[src/design/rdsc_pkg.sv]
// Package: word types, codes and the microcode program of the radix digit string converter
`timescale 1ns / 1ps
package rdsc_pkg;

	// input word: one ascii character
	typedef struct packed {
		logic [7:0] char_code;
		logic       is_last;
	} in_word_t;

	// output word: one result
	typedef struct packed {
		logic [7:0] digit_char;
		logic [7:0] value;
		logic [1:0] status;
		logic       run_end;
	} out_word_t;

	// status codes
	localparam logic [1:0] ST_OK       = 2'd0;
	localparam logic [1:0] ST_ZERO     = 2'd1;
	localparam logic [1:0] ST_INVALID  = 2'd2;
	localparam logic [1:0] ST_OVERFLOW = 2'd3;

	// configuration register indexes
	localparam logic CFG_IN_RADIX    = 1'b0;
	localparam logic CFG_OUTPUT_BASE = 1'b1;

	// ascii constants
	localparam logic [7:0] CH_ZERO    = 8'h30;
	localparam logic [7:0] CH_NINE    = 8'h39;
	localparam logic [7:0] CH_UPPER_A = 8'h41;
	localparam logic [7:0] CH_UPPER_F = 8'h46;
	localparam logic [7:0] CH_LOWER_A = 8'h61;
	localparam logic [7:0] CH_LOWER_Z = 8'h7A;
	localparam logic [7:0] CASE_GAP   = 8'h20;

	// digit buffer depth
	localparam int DIGIT_SLOTS = 8;

	// datapath operations
	typedef enum logic [3:0] {
		OP_TAKE,
		OP_NOP,
		OP_LOAD,
		OP_DIV_STEP,
		OP_STORE,
		OP_EMIT_DIGIT,
		OP_CLEAR,
		OP_EMIT_STATUS
	} op_t;

	// jump conditions
	typedef enum logic [2:0] {
		C_NEVER,
		C_ALWAYS,
		C_NOT_LAST,
		C_FAULT,
		C_DIV_BUSY,
		C_MORE_DIGITS,
		C_MORE_OUT
	} cond_t;

	typedef logic [2:0] step_t;

	// step addresses
	localparam step_t STEP_TAKE   = 3'd0;
	localparam step_t STEP_CHECK  = 3'd1;
	localparam step_t STEP_LOAD   = 3'd2;
	localparam step_t STEP_DIV    = 3'd3;
	localparam step_t STEP_STORE  = 3'd4;
	localparam step_t STEP_EMIT   = 3'd5;
	localparam step_t STEP_CLEAR  = 3'd6;
	localparam step_t STEP_STATUS = 3'd7;

	typedef struct packed {
		op_t   op;
		cond_t cond;
		step_t target;
	} ctrl_word_t;

	// microcode program
	function automatic ctrl_word_t micro_rom(input step_t step);
		ctrl_word_t w;
		w = '{op: OP_CLEAR, cond: C_ALWAYS, target: STEP_TAKE};
		unique case (step)
			STEP_TAKE:   w = '{op: OP_TAKE,        cond: C_NOT_LAST,    target: STEP_TAKE};
			STEP_CHECK:  w = '{op: OP_NOP,         cond: C_FAULT,       target: STEP_STATUS};
			STEP_LOAD:   w = '{op: OP_LOAD,        cond: C_NEVER,       target: STEP_TAKE};
			STEP_DIV:    w = '{op: OP_DIV_STEP,    cond: C_DIV_BUSY,    target: STEP_DIV};
			STEP_STORE:  w = '{op: OP_STORE,       cond: C_MORE_DIGITS, target: STEP_DIV};
			STEP_EMIT:   w = '{op: OP_EMIT_DIGIT,  cond: C_MORE_OUT,    target: STEP_EMIT};
			STEP_CLEAR:  w = '{op: OP_CLEAR,       cond: C_ALWAYS,      target: STEP_TAKE};
			STEP_STATUS: w = '{op: OP_EMIT_STATUS, cond: C_ALWAYS,      target: STEP_CLEAR};
			default:     w = '{op: OP_CLEAR,       cond: C_ALWAYS,      target: STEP_TAKE};
		endcase
		return w;
	endfunction

endpackage

[src/design/radix_digit_string_converter.sv]
// Radix digit string converter: microcoded sequencer with a shift-subtract divider
//
// Input channel in_valid/in_stall/in_word moves one ascii digit word per accept,
// most significant first; in_word.is_last closes the number. Each digit is checked
// against the input radix and folded in as value*base+digit in the cycle it is
// accepted. The last word starts a microcode program, with in_stall high until
// it is back at its take step: a check step, a load step, then for every output
// digit AW restoring divide steps (AW = bits of MAX_VALUE) plus a store step,
// then one result word per cycle while the receiver does not stall, most
// significant digit first, and a clear step. An error or zero number skips to a
// single status word and the clear step.
// Output channel out_valid/out_stall/out_word is driven from an output register;
// while the receiver stalls, the word holds and the program waits at its emit step.
// Configuration: cfg_we writes cfg_data to register cfg_index (0 input base,
// 1 output base); bases outside 2..16 act as the nearest end.
// Reset (arst_n low) sets bases to 10 and 2, clears the value, flags and output valid.
`timescale 1ns / 1ps
module radix_digit_string_converter
	import rdsc_pkg::*;
#(
	parameter int MAX_VALUE = 255
) (
	input  logic      clk,
	input  logic      arst_n,
	input  logic      in_valid,
	output logic      in_stall,
	input  in_word_t  in_word,
	output logic      out_valid,
	input  logic      out_stall,
	output out_word_t out_word,
	input  logic      cfg_we,
	input  logic      cfg_index,
	input  logic [4:0] cfg_data
);

	localparam int AW = $clog2(MAX_VALUE + 1);
	localparam int PW = AW + 6;
	localparam int CW = $clog2(AW);
	localparam logic [AW-1:0] MAX_ACC = AW'(MAX_VALUE);
	localparam logic [PW-1:0] MAX_WIDE = PW'(MAX_VALUE);
	localparam logic [CW-1:0] CNT_LAST = CW'(AW - 1);
	localparam int SW = $clog2(DIGIT_SLOTS);
	localparam logic [SW:0] SLOT_TOP = (SW + 1)'(DIGIT_SLOTS - 1);

	logic [4:0]    in_radix_q;
	logic [4:0]    output_base_q;
	logic [AW-1:0] acc_q;
	logic          overflow_q;
	logic          invalid_q;
	step_t         step_q;
	logic [AW-1:0] div_q;
	logic [4:0]    rem_q;
	logic [CW-1:0] cnt_q;
	logic [SW:0]   n_q;
	logic [SW-1:0] k_q;
	logic [7:0]    digit_buf_q [DIGIT_SLOTS];
	logic          out_valid_q;
	out_word_t     out_q;

	ctrl_word_t    cw;
	logic          in_accept;
	logic          slot_free;
	logic          hold;
	logic          jump;
	logic [4:0]    ib;
	logic [4:0]    ob;
	logic [7:0]    up_char;
	logic [4:0]    digit;
	logic          digit_bad;
	logic [PW-1:0] fold;
	logic [4:0]    trial;
	logic          trial_ge;
	logic [7:0]    rem_char;
	logic [SW-1:0] emit_idx;
	logic [1:0]    fault_status;

	// control word of the current step
	assign cw = micro_rom(step_q);

	// handshakes
	assign in_stall  = (cw.op != OP_TAKE);
	assign in_accept = in_valid && !in_stall;
	assign slot_free = !out_valid_q || !out_stall;
	assign out_valid = out_valid_q;
	assign out_word  = out_q;

	// base clamping
	always_comb begin
		ib = (in_radix_q < 5'd2) ? 5'd2 : ((in_radix_q > 5'd16) ? 5'd16 : in_radix_q);
		ob = (output_base_q < 5'd2) ? 5'd2 : ((output_base_q > 5'd16) ? 5'd16 : output_base_q);
	end

	// digit decode and fold
	always_comb begin
		up_char = in_word.char_code;
		if (up_char >= CH_LOWER_A && up_char <= CH_LOWER_Z) begin
			up_char = up_char - CASE_GAP;
		end
		if (up_char >= CH_ZERO && up_char <= CH_NINE) begin
			digit = 5'(up_char - CH_ZERO);
		end else if (up_char >= CH_UPPER_A && up_char <= CH_UPPER_F) begin
			digit = 5'(up_char - CH_UPPER_A) + 5'd10;
		end else begin
			digit = 5'd16;
		end
		digit_bad = (digit >= ib);
		fold = PW'(acc_q) * PW'(ib) + PW'(digit);
	end

	// divider trial subtract, digit character, emit index and fault status
	always_comb begin
		trial    = {rem_q[3:0], div_q[AW-1]};
		trial_ge = (trial >= ob);
		rem_char = (rem_q < 5'd10) ? (CH_ZERO + 8'(rem_q)) : (CH_UPPER_A + 8'(rem_q - 5'd10));
		emit_idx = SW'(n_q - (SW + 1)'(1) - (SW + 1)'(k_q));
		if (invalid_q) begin
			fault_status = ST_INVALID;
		end else if (overflow_q) begin
			fault_status = ST_OVERFLOW;
		end else begin
			fault_status = ST_ZERO;
		end
	end

	// step hold and jump decision
	always_comb begin
		hold = ((cw.op == OP_TAKE) && !in_accept) ||
			(((cw.op == OP_EMIT_DIGIT) || (cw.op == OP_EMIT_STATUS)) && !slot_free);
		case (cw.cond)
			C_ALWAYS:      jump = 1'b1;
			C_NOT_LAST:    jump = !in_word.is_last;
			C_FAULT:       jump = invalid_q || overflow_q || (acc_q == '0);
			C_DIV_BUSY:    jump = (cnt_q != CNT_LAST);
			C_MORE_DIGITS: jump = (div_q != '0) && (n_q != SLOT_TOP);
			C_MORE_OUT:    jump = ((SW + 1)'(k_q) != (n_q - (SW + 1)'(1)));
			default:       jump = 1'b0;
		endcase
	end

	// configuration registers
	always_ff @(posedge clk or negedge arst_n) begin
		if (!arst_n) begin
			in_radix_q    <= 5'd10;
			output_base_q <= 5'd2;
		end else if (cfg_we) begin
			case (cfg_index)
				CFG_IN_RADIX:    in_radix_q    <= cfg_data;
				CFG_OUTPUT_BASE: output_base_q <= cfg_data;
				default: ;
			endcase
		end
	end

	// sequencer and control state
	always_ff @(posedge clk or negedge arst_n) begin
		if (!arst_n) begin
			step_q      <= STEP_TAKE;
			acc_q       <= '0;
			overflow_q  <= 1'b0;
			invalid_q   <= 1'b0;
			out_valid_q <= 1'b0;
			n_q         <= '0;
			k_q         <= '0;
			cnt_q       <= '0;
		end else begin
			// output word valid
			if (!hold && ((cw.op == OP_EMIT_DIGIT) || (cw.op == OP_EMIT_STATUS))) begin
				out_valid_q <= 1'b1;
			end else if (!out_stall) begin
				out_valid_q <= 1'b0;
			end
			if (!hold) begin
				step_q <= jump ? cw.target : step_q + step_t'(1);
				unique case (cw.op)
					OP_TAKE: begin
						if (digit_bad) begin
							invalid_q <= 1'b1;
						end else if (fold > MAX_WIDE) begin
							overflow_q <= 1'b1;
							acc_q      <= MAX_ACC;
						end else begin
							acc_q <= AW'(fold);
						end
					end
					OP_LOAD: begin
						n_q   <= '0;
						cnt_q <= '0;
					end
					OP_DIV_STEP: begin
						cnt_q <= cnt_q + CW'(1);
					end
					OP_STORE: begin
						n_q   <= n_q + (SW + 1)'(1);
						cnt_q <= '0;
						k_q   <= '0;
					end
					OP_EMIT_DIGIT: begin
						k_q <= k_q + SW'(1);
					end
					OP_CLEAR: begin
						acc_q      <= '0;
						overflow_q <= 1'b0;
						invalid_q  <= 1'b0;
					end
					default: ;
				endcase
			end
		end
	end

	// datapath payload registers
	always_ff @(posedge clk) begin
		if (!hold) begin
			case (cw.op)
				OP_LOAD: begin
					div_q <= acc_q;
					rem_q <= '0;
				end
				OP_DIV_STEP: begin
					rem_q <= trial_ge ? (trial - ob) : trial;
					div_q <= {div_q[AW-2:0], trial_ge};
				end
				OP_STORE: begin
					digit_buf_q[n_q[SW-1:0]] <= rem_char;
					rem_q <= '0;
				end
				OP_EMIT_DIGIT: begin
					out_q.digit_char <= digit_buf_q[emit_idx];
					out_q.value      <= 8'(acc_q);
					out_q.status     <= ST_OK;
					out_q.run_end    <= !jump;
				end
				OP_EMIT_STATUS: begin
					out_q.digit_char <= '0;
					out_q.value      <= '0;
					out_q.status     <= fault_status;
					out_q.run_end    <= 1'b1;
				end
				default: ;
			endcase
		end
	end

endmodule

[config.mk]
export PLATFORM = sky130hd
export DESIGN_NAME = radix_digit_string_converter
export DESIGN_NICKNAME = d
export VERILOG_FILES = /design/src/design/rdsc_pkg.sv /design/src/design/radix_digit_string_converter.sv
export SDC_FILE = /design/constraint.sdc
export NUM_CORES = 1
export LEC_CHECK = 0
export BUFFER_PORTS_ARGS = -buffer_cell sky130_fd_sc_hd__clkbuf_2
export CAP_MARGIN = 30
export CORE_MARGIN = 4
export CORE_UTILIZATION = 50
export CTS_CLUSTER_SIZE = 12
export DETAILED_ROUTE_END_ITERATION = 10
export PLACE_DENSITY = 0.67
export SYNTH_ARGS = -nofsm -noshare
export SYNTH_HDL_FRONTEND = slang
export SYNTH_SLANG_ARGS = --single-unit
[constraint.sdc]
create_clock -name clk -period 9.3 [get_ports clk]
set_input_delay 0.465 -clock clk [delete_from_list [all_inputs] [get_ports clk]]
set_output_delay 0.465 -clock clk [all_outputs]
set_load 0.01 [all_outputs]
==> results of run 1 <==
## per-layer routing
metal / vias to the layer above / routed length (µm) / global-route usage, %
li1: 2411 / - / -
met1: 2476 / 6470 / 22.9
met2: 98 / 7840 / 33.7
met3: 26 / 470 / 3.94
met4: 0 / 253 / 5.99
met5: - / 0 / 0
## cell usage after synthesis, drive strengths merged (14+ instances only)
cell type,n,area (µm²)
edfxtp,87,2610
nand2,60,225
inv,59,221
ha,58,726
nor2,38,143
o21ai,37,185
dfrtp,31,776
a21oi,26,130
fa,25,500
nor2b,23,144
clkbuf,21,80.1
mux2,20,225
and2,17,106
mux4,14,319
## state kept, by name, indices dropped and copies added (netlist names)
signal	count
k_q	3
step_q	3
div_q	8
digit_buf_q	56
overflow_q	1
out_word	18
cnt_q	3
output_base_q	5
in_radix_q	5
out_valid	1
acc_q	8
invalid_q	1
rem_q	5
n_q	4
## power groups by stage
stage / clock [mW] / combinational (mW) / sequential [mW]
6_report: 0.707 / 1.86 / 1.02
5_1_grt: 0.743 / 2.10 / 1.04
4_1_cts: 0.715 / 1.88 / 1.02
3_5_place_dp: 0 / 1.86 / 1.03
3_3_place_gp: 0 / 1.80 / 1.02
2_1_floorplan: 0 / 1.50 / 0.960
## through the flow
stage / setup slack [ps] / utilization [%] / hold WS [ps] / total power [mW] / instances
after floorplan: 4050 / - / 169 / 2.46 / 653
after global placement: 3560 / 53.8 / 467 / 2.83 / 856
after detailed placement: 3250 / 53.9 / 504 / 2.89 / 857
after CTS: 3670 / 58.3 / 204 / 3.61 / 889
after global routing: 3780 / 58.3 / 243 / 3.88 / 890
final: 4050 / 58.3 / 175 / 3.58 / 890
## worst max-delay path, cell delays in order
cell            delay (ps)
clkbuf_2               130
inv_1                  100
ha_1                   170
o21bai_1                90
a2111oi_0              370
dlymetal6s2s_1         250
or2_2                  150
o21ai_0                160
nor2_1                 240
fa_1                   450
ha_1                   320
ha_1                   270
ha_1                   230
fa_1                   430
a21o_1                 220
a221oi_2               330
o21ai_1                130
mux2_2                 310
nor4_4                 500
a31oi_1                160
## logic make-up (layout without fill, tap and decap cells)
logic type | after synthesis | count (layout) | synth area share, %
flops | 121 | 121 | 46.3
xor+xnor | 16 | 16 | 2.07
compound gates | 115 | 115 | 9.94
buf+inv | 86 | 139 | 4.62
simple gates | 191 | 191 | 12.6
fa+ha+maj | 83 | 83 | 16.4
mux | 40 | 40 | 8.06
other cells | 1 | 1 | 0.0500
## worst max-delay path by stage
stage,cells after the start,start,to,slack [ps]
3_3_place_gp,19,in_word[1],acc_q[6]$_DFFE_PN0P_,3560
6_report,20,in_word[2],acc_q[1]$_DFFE_PN0P_,4050
3_5_place_dp,19,in_word[2],acc_q[1]$_DFFE_PN0P_,3250
2_1_floorplan,18,in_word[1],acc_q[5]$_DFFE_PN0P_,4050
5_1_grt,20,in_word[1],acc_q[6]$_DFFE_PN0P_,3780
4_1_cts,19,in_word[2],acc_q[1]$_DFFE_PN0P_,3670
## layout make-up
cell class / count / area, µm²
sequential: 121 / 3470
fill: 1154 / 6080
inverter: 59 / 221
timing repair buffer: 48 / 268
multi-input combinational: 446 / 3690
clock inverter: 14 / 209
clock buffer: 18 / 429
tap: 184 / 230
==> flow_metrics.tcl, run 1 <==
set metrics [dict create \
    post_drt_wl_per_cell_um 16.9 \
    syn_area_um2 7490 \
    clock-sinks 121 \
    period_share_pct 56.4 \
    r2r-end "acc_q[1]$_DFFE_PN0P_" \
    run_status "finished, final reports clean" \
    cp.required_ps 9550 \
    synth_edf_count 87 \
    finalClockSkew_ps 9.69 \
    vias 5011 \
    cts_tree "done" \
    cts_root_buffer "clkbuf_16" \
    ys.flop_type "edfxtp_1" \
    async_flop_share_pct 28.1 \
    numCtsBuffers 17 \
    areaGrowthSynthToFinish_pct 13.6 \
    post-cts-setup-buffers 0 \
    hold_buffers 0 \
    ios 41 \
    crit_path_start_kind "primary input" \
    diodes 0 \
    start_util_pct 51.4 \
    insertion_delay_ps 420 \
    cts_resized 0 \
    switchingPower_mw 1.44 \
    ff2ff_setup_slack_ps 4150 \
    dp_hpwl_um 11000 \
    stdcell_area_um2 8510 \
    first_pass_iters 4 \
    std_cell_rows 44 \
    reg2regPathDepth 13 \
    grt_pass1_wl_um 25100 \
    dieArea_um2 17000 \
    worstPathArrival_ps 5500 \
    syn_nets 756 \
    hp-class "primary input to asynchronous set/reset pin" \
    viasPerCell 5.63 \
    first_global_vias 5157 \
    core_area_um2 14600 \
    port_buffers 39 \
    final_common_cell "edfxtp_1" \
    cts_max_level 4 \
    swShare_pct 40.1 \
    dieHeight_um 130 \
    clockBufferDepth 2 \
    clock_power_share_pct 19.7 \
    cap_violations 0 \
    power_frac_comb_pct 51.8 \
    grt_usage_pct 18.9 \
    clk_pin_slew_ps 60 \
    ant_nets 0 \
    post-route-drc-count 0 \
    seqPwrFrac_pct 28.5 \
    fmax_mhz 191 \
    place_area_um2 7860 \
    seq_area_frac_synth_pct 46.3 \
    p_int_mw 2.15 \
    cp_max_fo 9 \
    drt-initial-drc-count 310 \
    syn_area_per_cell_um2 11.5 \
    worst_slew_pin_slew_ps 956 \
    fin_nets 796 \
    ys_types 59 \
    setup_tns_ps 0 \
    reg2reg_from "in_radix_q[4]$_DFFE_PN0P_" \
    irDropWorstVdd_mv 0.347 \
    setup_violations 0 \
    synth.ff_latch_count 121 \
    rsz0062_at_grt "false" \
    antenna_found_initial 0 \
    gr-total-overflow 0 \
    globalplace.congestion 0.831 \
    netlist_instances 653 \
    yosysWarnings 0 \
    grt_max_degree 35 \
    relSlewSlack_pct 35.9 \
    period_needed_ps 5250 \
    layout_common_cells "edfxtp_1, nand2_1, inv_1" \
    wl_um 15000 \
    pwr_density_cell_nw_per_um2 421 \
    hold_violations 0 \
    end_kind "register" \
    die_w_um 130 \
    path_class "primary input to register" \
    drive_gt1_share_pct 17.7 \
    final_max_slew_viol_count 0 \
    p_leak_nw 3.57 \
]
No activity file was read; power rests on OpenSTA's default activity.
==> inputs of run 2 (changes only) <==
==> constraint.sdc (replaced) <==
create_clock -name clk -period 5.1 [get_ports clk]
set_input_delay 0.255 -clock clk [delete_from_list [all_inputs] [get_ports clk]]
set_output_delay 0.255 -clock clk [all_outputs]
set_load 0.01 [all_outputs]
==> flow_metrics.tcl, run 2 (synthesized netlist as in run 1, its figures left out) <==
set metrics [dict create \
    hp-class "primary input to register" \
    p_leak_nw 3.55 \
    cts_tree "done" \
    cts_root_buffer "clkbuf_16" \
    diodes 0 \
    vias 5077 \
    end_kind "register" \
    die_w_um 130 \
    port_buffers 39 \
    crit_path_start_kind "register" \
    post-cts-setup-buffers 0 \
    viasPerCell 5.67 \
    r2r-end "acc_q[1]$_DFFE_PN0P_" \
    place_area_um2 7910 \
    start_util_pct 51.4 \
    grt_max_degree 35 \
    post-route-drc-count 0 \
    slowest_stage "dfrtp_1" \
    worstPathArrival_ps 5000 \
    clk_pin_slew_ps 60 \
    post_drt_wl_per_cell_um 16.8 \
    stdcell_area_um2 8480 \
    run_status "finished, final reports clean" \
    dieArea_um2 17000 \
    finalNonFillerCells 895 \
    relSlewSlack_pct 38.4 \
    slowest_delay_ps 530 \
    clockBufferDepth 2 \
    dpl.cell_count 863 \
    worst_slew_pin_slew_ps 918 \
    fin_nets 802 \
    drive_gt1_share_pct 18.6 \
    period_share_pct 93.3 \
    antenna_found_initial 0 \
    pwr_density_cell_nw_per_um2 761 \
    rsz0062_at_grt "false" \
    grt_usage_pct 19.0 \
    reg2reg_from "in_radix_q[4]$_DFFE_PN0P_" \
    std_cell_rows 44 \
    drt-initial-drc-count 364 \
    numCtsBuffers 17 \
    path_class "register to register" \
    min_path_cells 2 \
    irDropWorstVdd_mv 0.601 \
    first_pass_iters 4 \
    dieHeight_um 130 \
    cts_max_level 4 \
    grt_pass1_wl_um 25200 \
    nFillCells 1140 \
    gr-total-overflow 0 \
    holdPathEnd "output_base_q[0]$_DFFE_PN0P_" \
    setup_violations 0 \
    areaGrowthSynthToFinish_pct 13.2 \
    fmax_mhz 210 \
    final_max_slew_viol_count 0 \
    finalClockSkew_ps 6.17 \
    wl_um 15100 \
    globalplace.congestion 0.824 \
    hp-start "cfg_data[0]" \
    ios 41 \
    clock-sinks 121 \
    insertion_delay_ps 410 \
    layout_common_cells "edfxtp_1, nand2_1, inv_1" \
    first_global_vias 5125 \
    final_common_cell "edfxtp_1" \
    reg2regPathDepth 17 \
    crit_chain "inv_1 -> o311a_1 -> nand2_1 -> fa_1 -> inv_1 -> ha_1 -> inv_1 -> fa_1 -> inv_1 -> fa_1 -> a21o_1 -> a221oi_4 -> o21ai_1 -> mux2_2 -> nor4_4 -> buf_4 -> a31oi_1" \
    cp_max_fo 12 \
    largest_register_ffs 56 \
    ant_nets 0 \
    ff2ff_setup_slack_ps 340 \
    period_needed_ps 4760 \
    hold_violations 0 \
    crit_path_frequent_cell "inv_1" \
    cap_violations 0 \
    dp_hpwl_um 11100 \
    core_area_um2 14600 \
    cp.required_ps 5340 \
]
==> run 2: per-layer routing <==
metal,GRT usage (%),routed length (µm),up-vias
met5,0,0,-
met4,4.90,129,0
met3,3.54,430,8
met2,34.0,8030,85
met1,23.7,6480,2559
li1,-,-,2425
==> run 2: worst max-delay path: cells and delay by family, from the launching register on <==
family          cells  cell delay (ps)
mux                 1              310
compound gates      5             1100
flops               1              530
simple gates        2              370
buf+inv             5              550
fa+ha+maj           4             1710
==> run 2: area by class of cell <==
cell class	count	area, µm²	area share (%)
multi-input combinational	446	3700	43.7
sequential	121	3470	40.9
clock buffer	17	425	5.01
timing repair buffer	54	310	3.66
tap	184	230	2.71
inverter	59	221	2.61
clock inverter	14	125	1.47
==> run 2: what timing repair did <==
item                                    4_1_cts  5_1_grt
hold buffers                                  1        0
gates resized for setup                       0        3
endpoints found under the setup margin        0        9
endpoints found under the hold margin        30        0
==> run 2: how the worst max path moves through the flow <==
| stage | from | endpoint | slack (ps) | depth (start not counted) |
|---|---|---|---|---|
| after global routing | in_radix_q[4]$_DFFE_PN0P_ | acc_q[7]$_DFFE_PN0P_ | 30 | 17 |
| after detailed placement | in_word[1] | acc_q[1]$_DFFE_PN0P_ | -220 | 20 |
| after global placement | in_word[1] | acc_q[6]$_DFFE_PN0P_ | 90 | 20 |
| final | in_radix_q[4]$_DFFE_PN0P_ | acc_q[1]$_DFFE_PN0P_ | 340 | 17 |
| after CTS | in_word[1] | acc_q[1]$_DFFE_PN0P_ | 210 | 20 |
| after floorplan | in_word[1] | acc_q[5]$_DFFE_PN0P_ | 60 | 18 |
==> run 2: power breakdown <==
part,total (mW),internal (mW),switching (mW)
clock network,1.11,0.668,0.441
registers,1.86,1.57,0.292
logic,3.49,1.57,1.91
total,6.46,3.81,2.65
==> run 2: stage by stage <==
stage | setup TNS [ps] | worst slack (ps) | utilization (%) | hold WS (ps) | power (mW)
3_5_place_dp | -1770 | -215 | 54.2 | 415 | 5.34
4_1_cts | 0 | 208 | 58.0 | 88.7 | 6.47
2_1_floorplan | 0 | 60.5 | - | -40.6 | 4.49
3_3_place_gp | 0 | 86.8 | 54.2 | 401 | 5.21
5_1_grt | 0 | 34.0 | 58.1 | 90.1 | 6.98
6_report | 0 | 341 | 58.1 | 98.7 | 6.46
==> inputs of run 3 (changes only) <==
--- a/config.mk
+++ b/config.mk
@@ -7,6 +7,7 @@
 export LEC_CHECK = 0
 export BUFFER_PORTS_ARGS = -buffer_cell sky130_fd_sc_hd__clkbuf_2
 export CAP_MARGIN = 30
+export CORE_ASPECT_RATIO = 0.6
 export CORE_MARGIN = 4
 export CORE_UTILIZATION = 50
 export CTS_CLUSTER_SIZE = 12
==> flow_metrics.tcl, run 3 (synthesized netlist as in run 1, its figures left out) <==
set metrics [dict create \
    finalClockSkew_ps 16.8 \
    first_pass_iters 5 \
    grt_pass1_wl_um 25800 \
    period_needed_ps 4770 \
    final_common_cell "edfxtp_1" \
    viasPerCell 5.59 \
    ant_nets 0 \
    hp-class "primary input to register" \
    nFillCells 1176 \
    drive_gt1_share_pct 18.4 \
    final_max_slew_viol_count 0 \
    antenna_found_initial 0 \
    run_status "finished, final reports clean" \
    die_w_um 166 \
    fmax_mhz 210 \
    cp_max_fo 9 \
    layout_common_cells "edfxtp_1, nand2_1, inv_1" \
    drt-initial-drc-count 518 \
    end_kind "register" \
    worstPathArrival_ps 5020 \
    clockBufferDepth 2 \
    core_area_um2 14600 \
    dp_hpwl_um 11700 \
    gr-total-overflow 0 \
    cts_root_buffer "clkbuf_16" \
    wl_um 15600 \
    crit_path_start_kind "primary input" \
    cts_max_level 4 \
    numCtsBuffers 17 \
    clock-sinks 121 \
    diodes 0 \
    grt_usage_pct 19.3 \
    grt_max_degree 35 \
    first_global_vias 4916 \
    dieHeight_um 103 \
    areaGrowthSynthToFinish_pct 13.1 \
    globalplace.congestion 0.851 \
    clk_pin_slew_ps 60 \
    std_cell_rows 34 \
    relSlewSlack_pct 26.7 \
    port_buffers 39 \
    hold_violations 0 \
    insertion_delay_ps 420 \
    cts_tree "done" \
    post-route-drc-count 0 \
    r2r-end "acc_q[1]$_DFFE_PN0P_" \
    worst_slew_pin_slew_ps 1090 \
    ff2ff_setup_slack_ps 400 \
    cp-endpoint "acc_q[1]$_DFFE_PN0P_" \
    vias 5085 \
    setup_violations 0 \
    ios 41 \
    reg2regPathDepth 17 \
    worst_slack_ps 332 \
    fin_nets 802 \
    period_share_pct 93.5 \
    post_drt_wl_per_cell_um 17.1 \
    reg2reg_from "in_radix_q[4]$_DFFE_PN0P_" \
    start_util_pct 51.4 \
    preCtsSetupSlack_ps -211 \
    cap_violations 0 \
    dieArea_um2 17100 \
    cp-startpoint "in_word[1]" \
    path_class "primary input to register" \
    largest_register_ffs 56 \
    cp.required_ps 5350 \
    rsz0062_at_grt "false" \
]
## run 3: changes by cell type in the layout (fill, tap and decap cells not counted)
cell / before / now
o311a_2: 0 / 1
o311a_1: 2 / 1
clkinvlp_4: 3 / 1
bufinv_16: 1 / 0
a221oi_2: 0 / 1
a221oi_4: 1 / 0
clkinv_1: 0 / 2
clkinv_2: 4 / 2
nor4_1: 6 / 7
nor4_2: 1 / 0
inv_6: 3 / 5
inv_8: 0 / 2
## run 3: final cells by class
type / count / area (µm²) / share of cell area [%]
clock buffer: 17 / 425 / 5.02
clock inverter: 15 / 118 / 1.39
inverter: 59 / 221 / 2.61
multi-input combinational: 446 / 3690 / 43.5
sequential: 121 / 3470 / 40.9
tap: 198 / 248 / 2.92
timing repair buffer: 54 / 310 / 3.66
## run 3: critical path, cell delays in order
cell,delay [ps]
clkbuf_2,110
inv_1,110
ha_1,180
o21bai_1,90
a2111oi_2,400
or2_2,180
o21ai_0,150
nor2_1,230
fa_1,450
ha_1,320
ha_1,280
ha_1,230
fa_1,440
a21o_1,230
a221oi_2,350
o21ai_1,120
mux2_2,310
nor4_4,240
buf_4,200
a31oi_1,100
## run 3: worst min-delay path by stage
stage,startpoint,cells after the start,end,slack [ps]
finish,cfg_data[4],3,in_radix_q[4]$_DFFE_PN0P_,70
global route,cfg_data[1],2,in_radix_q[1]$_DFFE_PN1P_,80
global placement,arst_n,1,in_radix_q[0]$_DFFE_PN0P_,410
floorplan,arst_n,0,acc_q[0]$_DFFE_PN0P_,-40
CTS,cfg_data[4],3,in_radix_q[4]$_DFFE_PN0P_,60
detailed placement,arst_n,1,in_radix_q[0]$_DFFE_PN0P_,420
## run 3: what timing repair did
| item | in CTS | in global routing |
|---|---|---|
| hold endpoints to repair | 9 | 0 |
| gates resized for setup | 0 | 3 |
| buffers inserted | 0 | 0 |
| endpoints found under the setup margin | 0 | 9 |
| hold buffers | 1 | 0 |
## run 3: through the flow
| step | setup TNS, ps | hold slack (ps) | std cells | util, % | area, µm² |
|---|---|---|---|---|---|
| after floorplan | 0 | -40.6 | 653 | - | 7490 |
| after global placement | 0 | 406 | 876 | 54.2 | 7910 |
| after detailed placement | -1650 | 423 | 876 | 54.2 | 7910 |
| after CTS | 0 | 57.0 | 909 | 58.0 | 8460 |
| after global routing | 0 | 83.1 | 910 | 58.1 | 8480 |
| final | 0 | 71.1 | 910 | 58.1 | 8480 |
## run 3: routing by layer
layer | up-vias | GRT usage [%] | part of all wire [%]
met4 | 0 | 3.30 | 0.44
li1 | 2423 | - | -
met1 | 2463 | 29.9 | 50
met5 | - | 0 | 0
met3 | 9 | 5.67 | 9.0
met2 | 190 | 27.3 | 41
Power of run 3 is not shown: default switching activity piles up to over one toggle a cycle in this logic, so the estimate is an artifact.
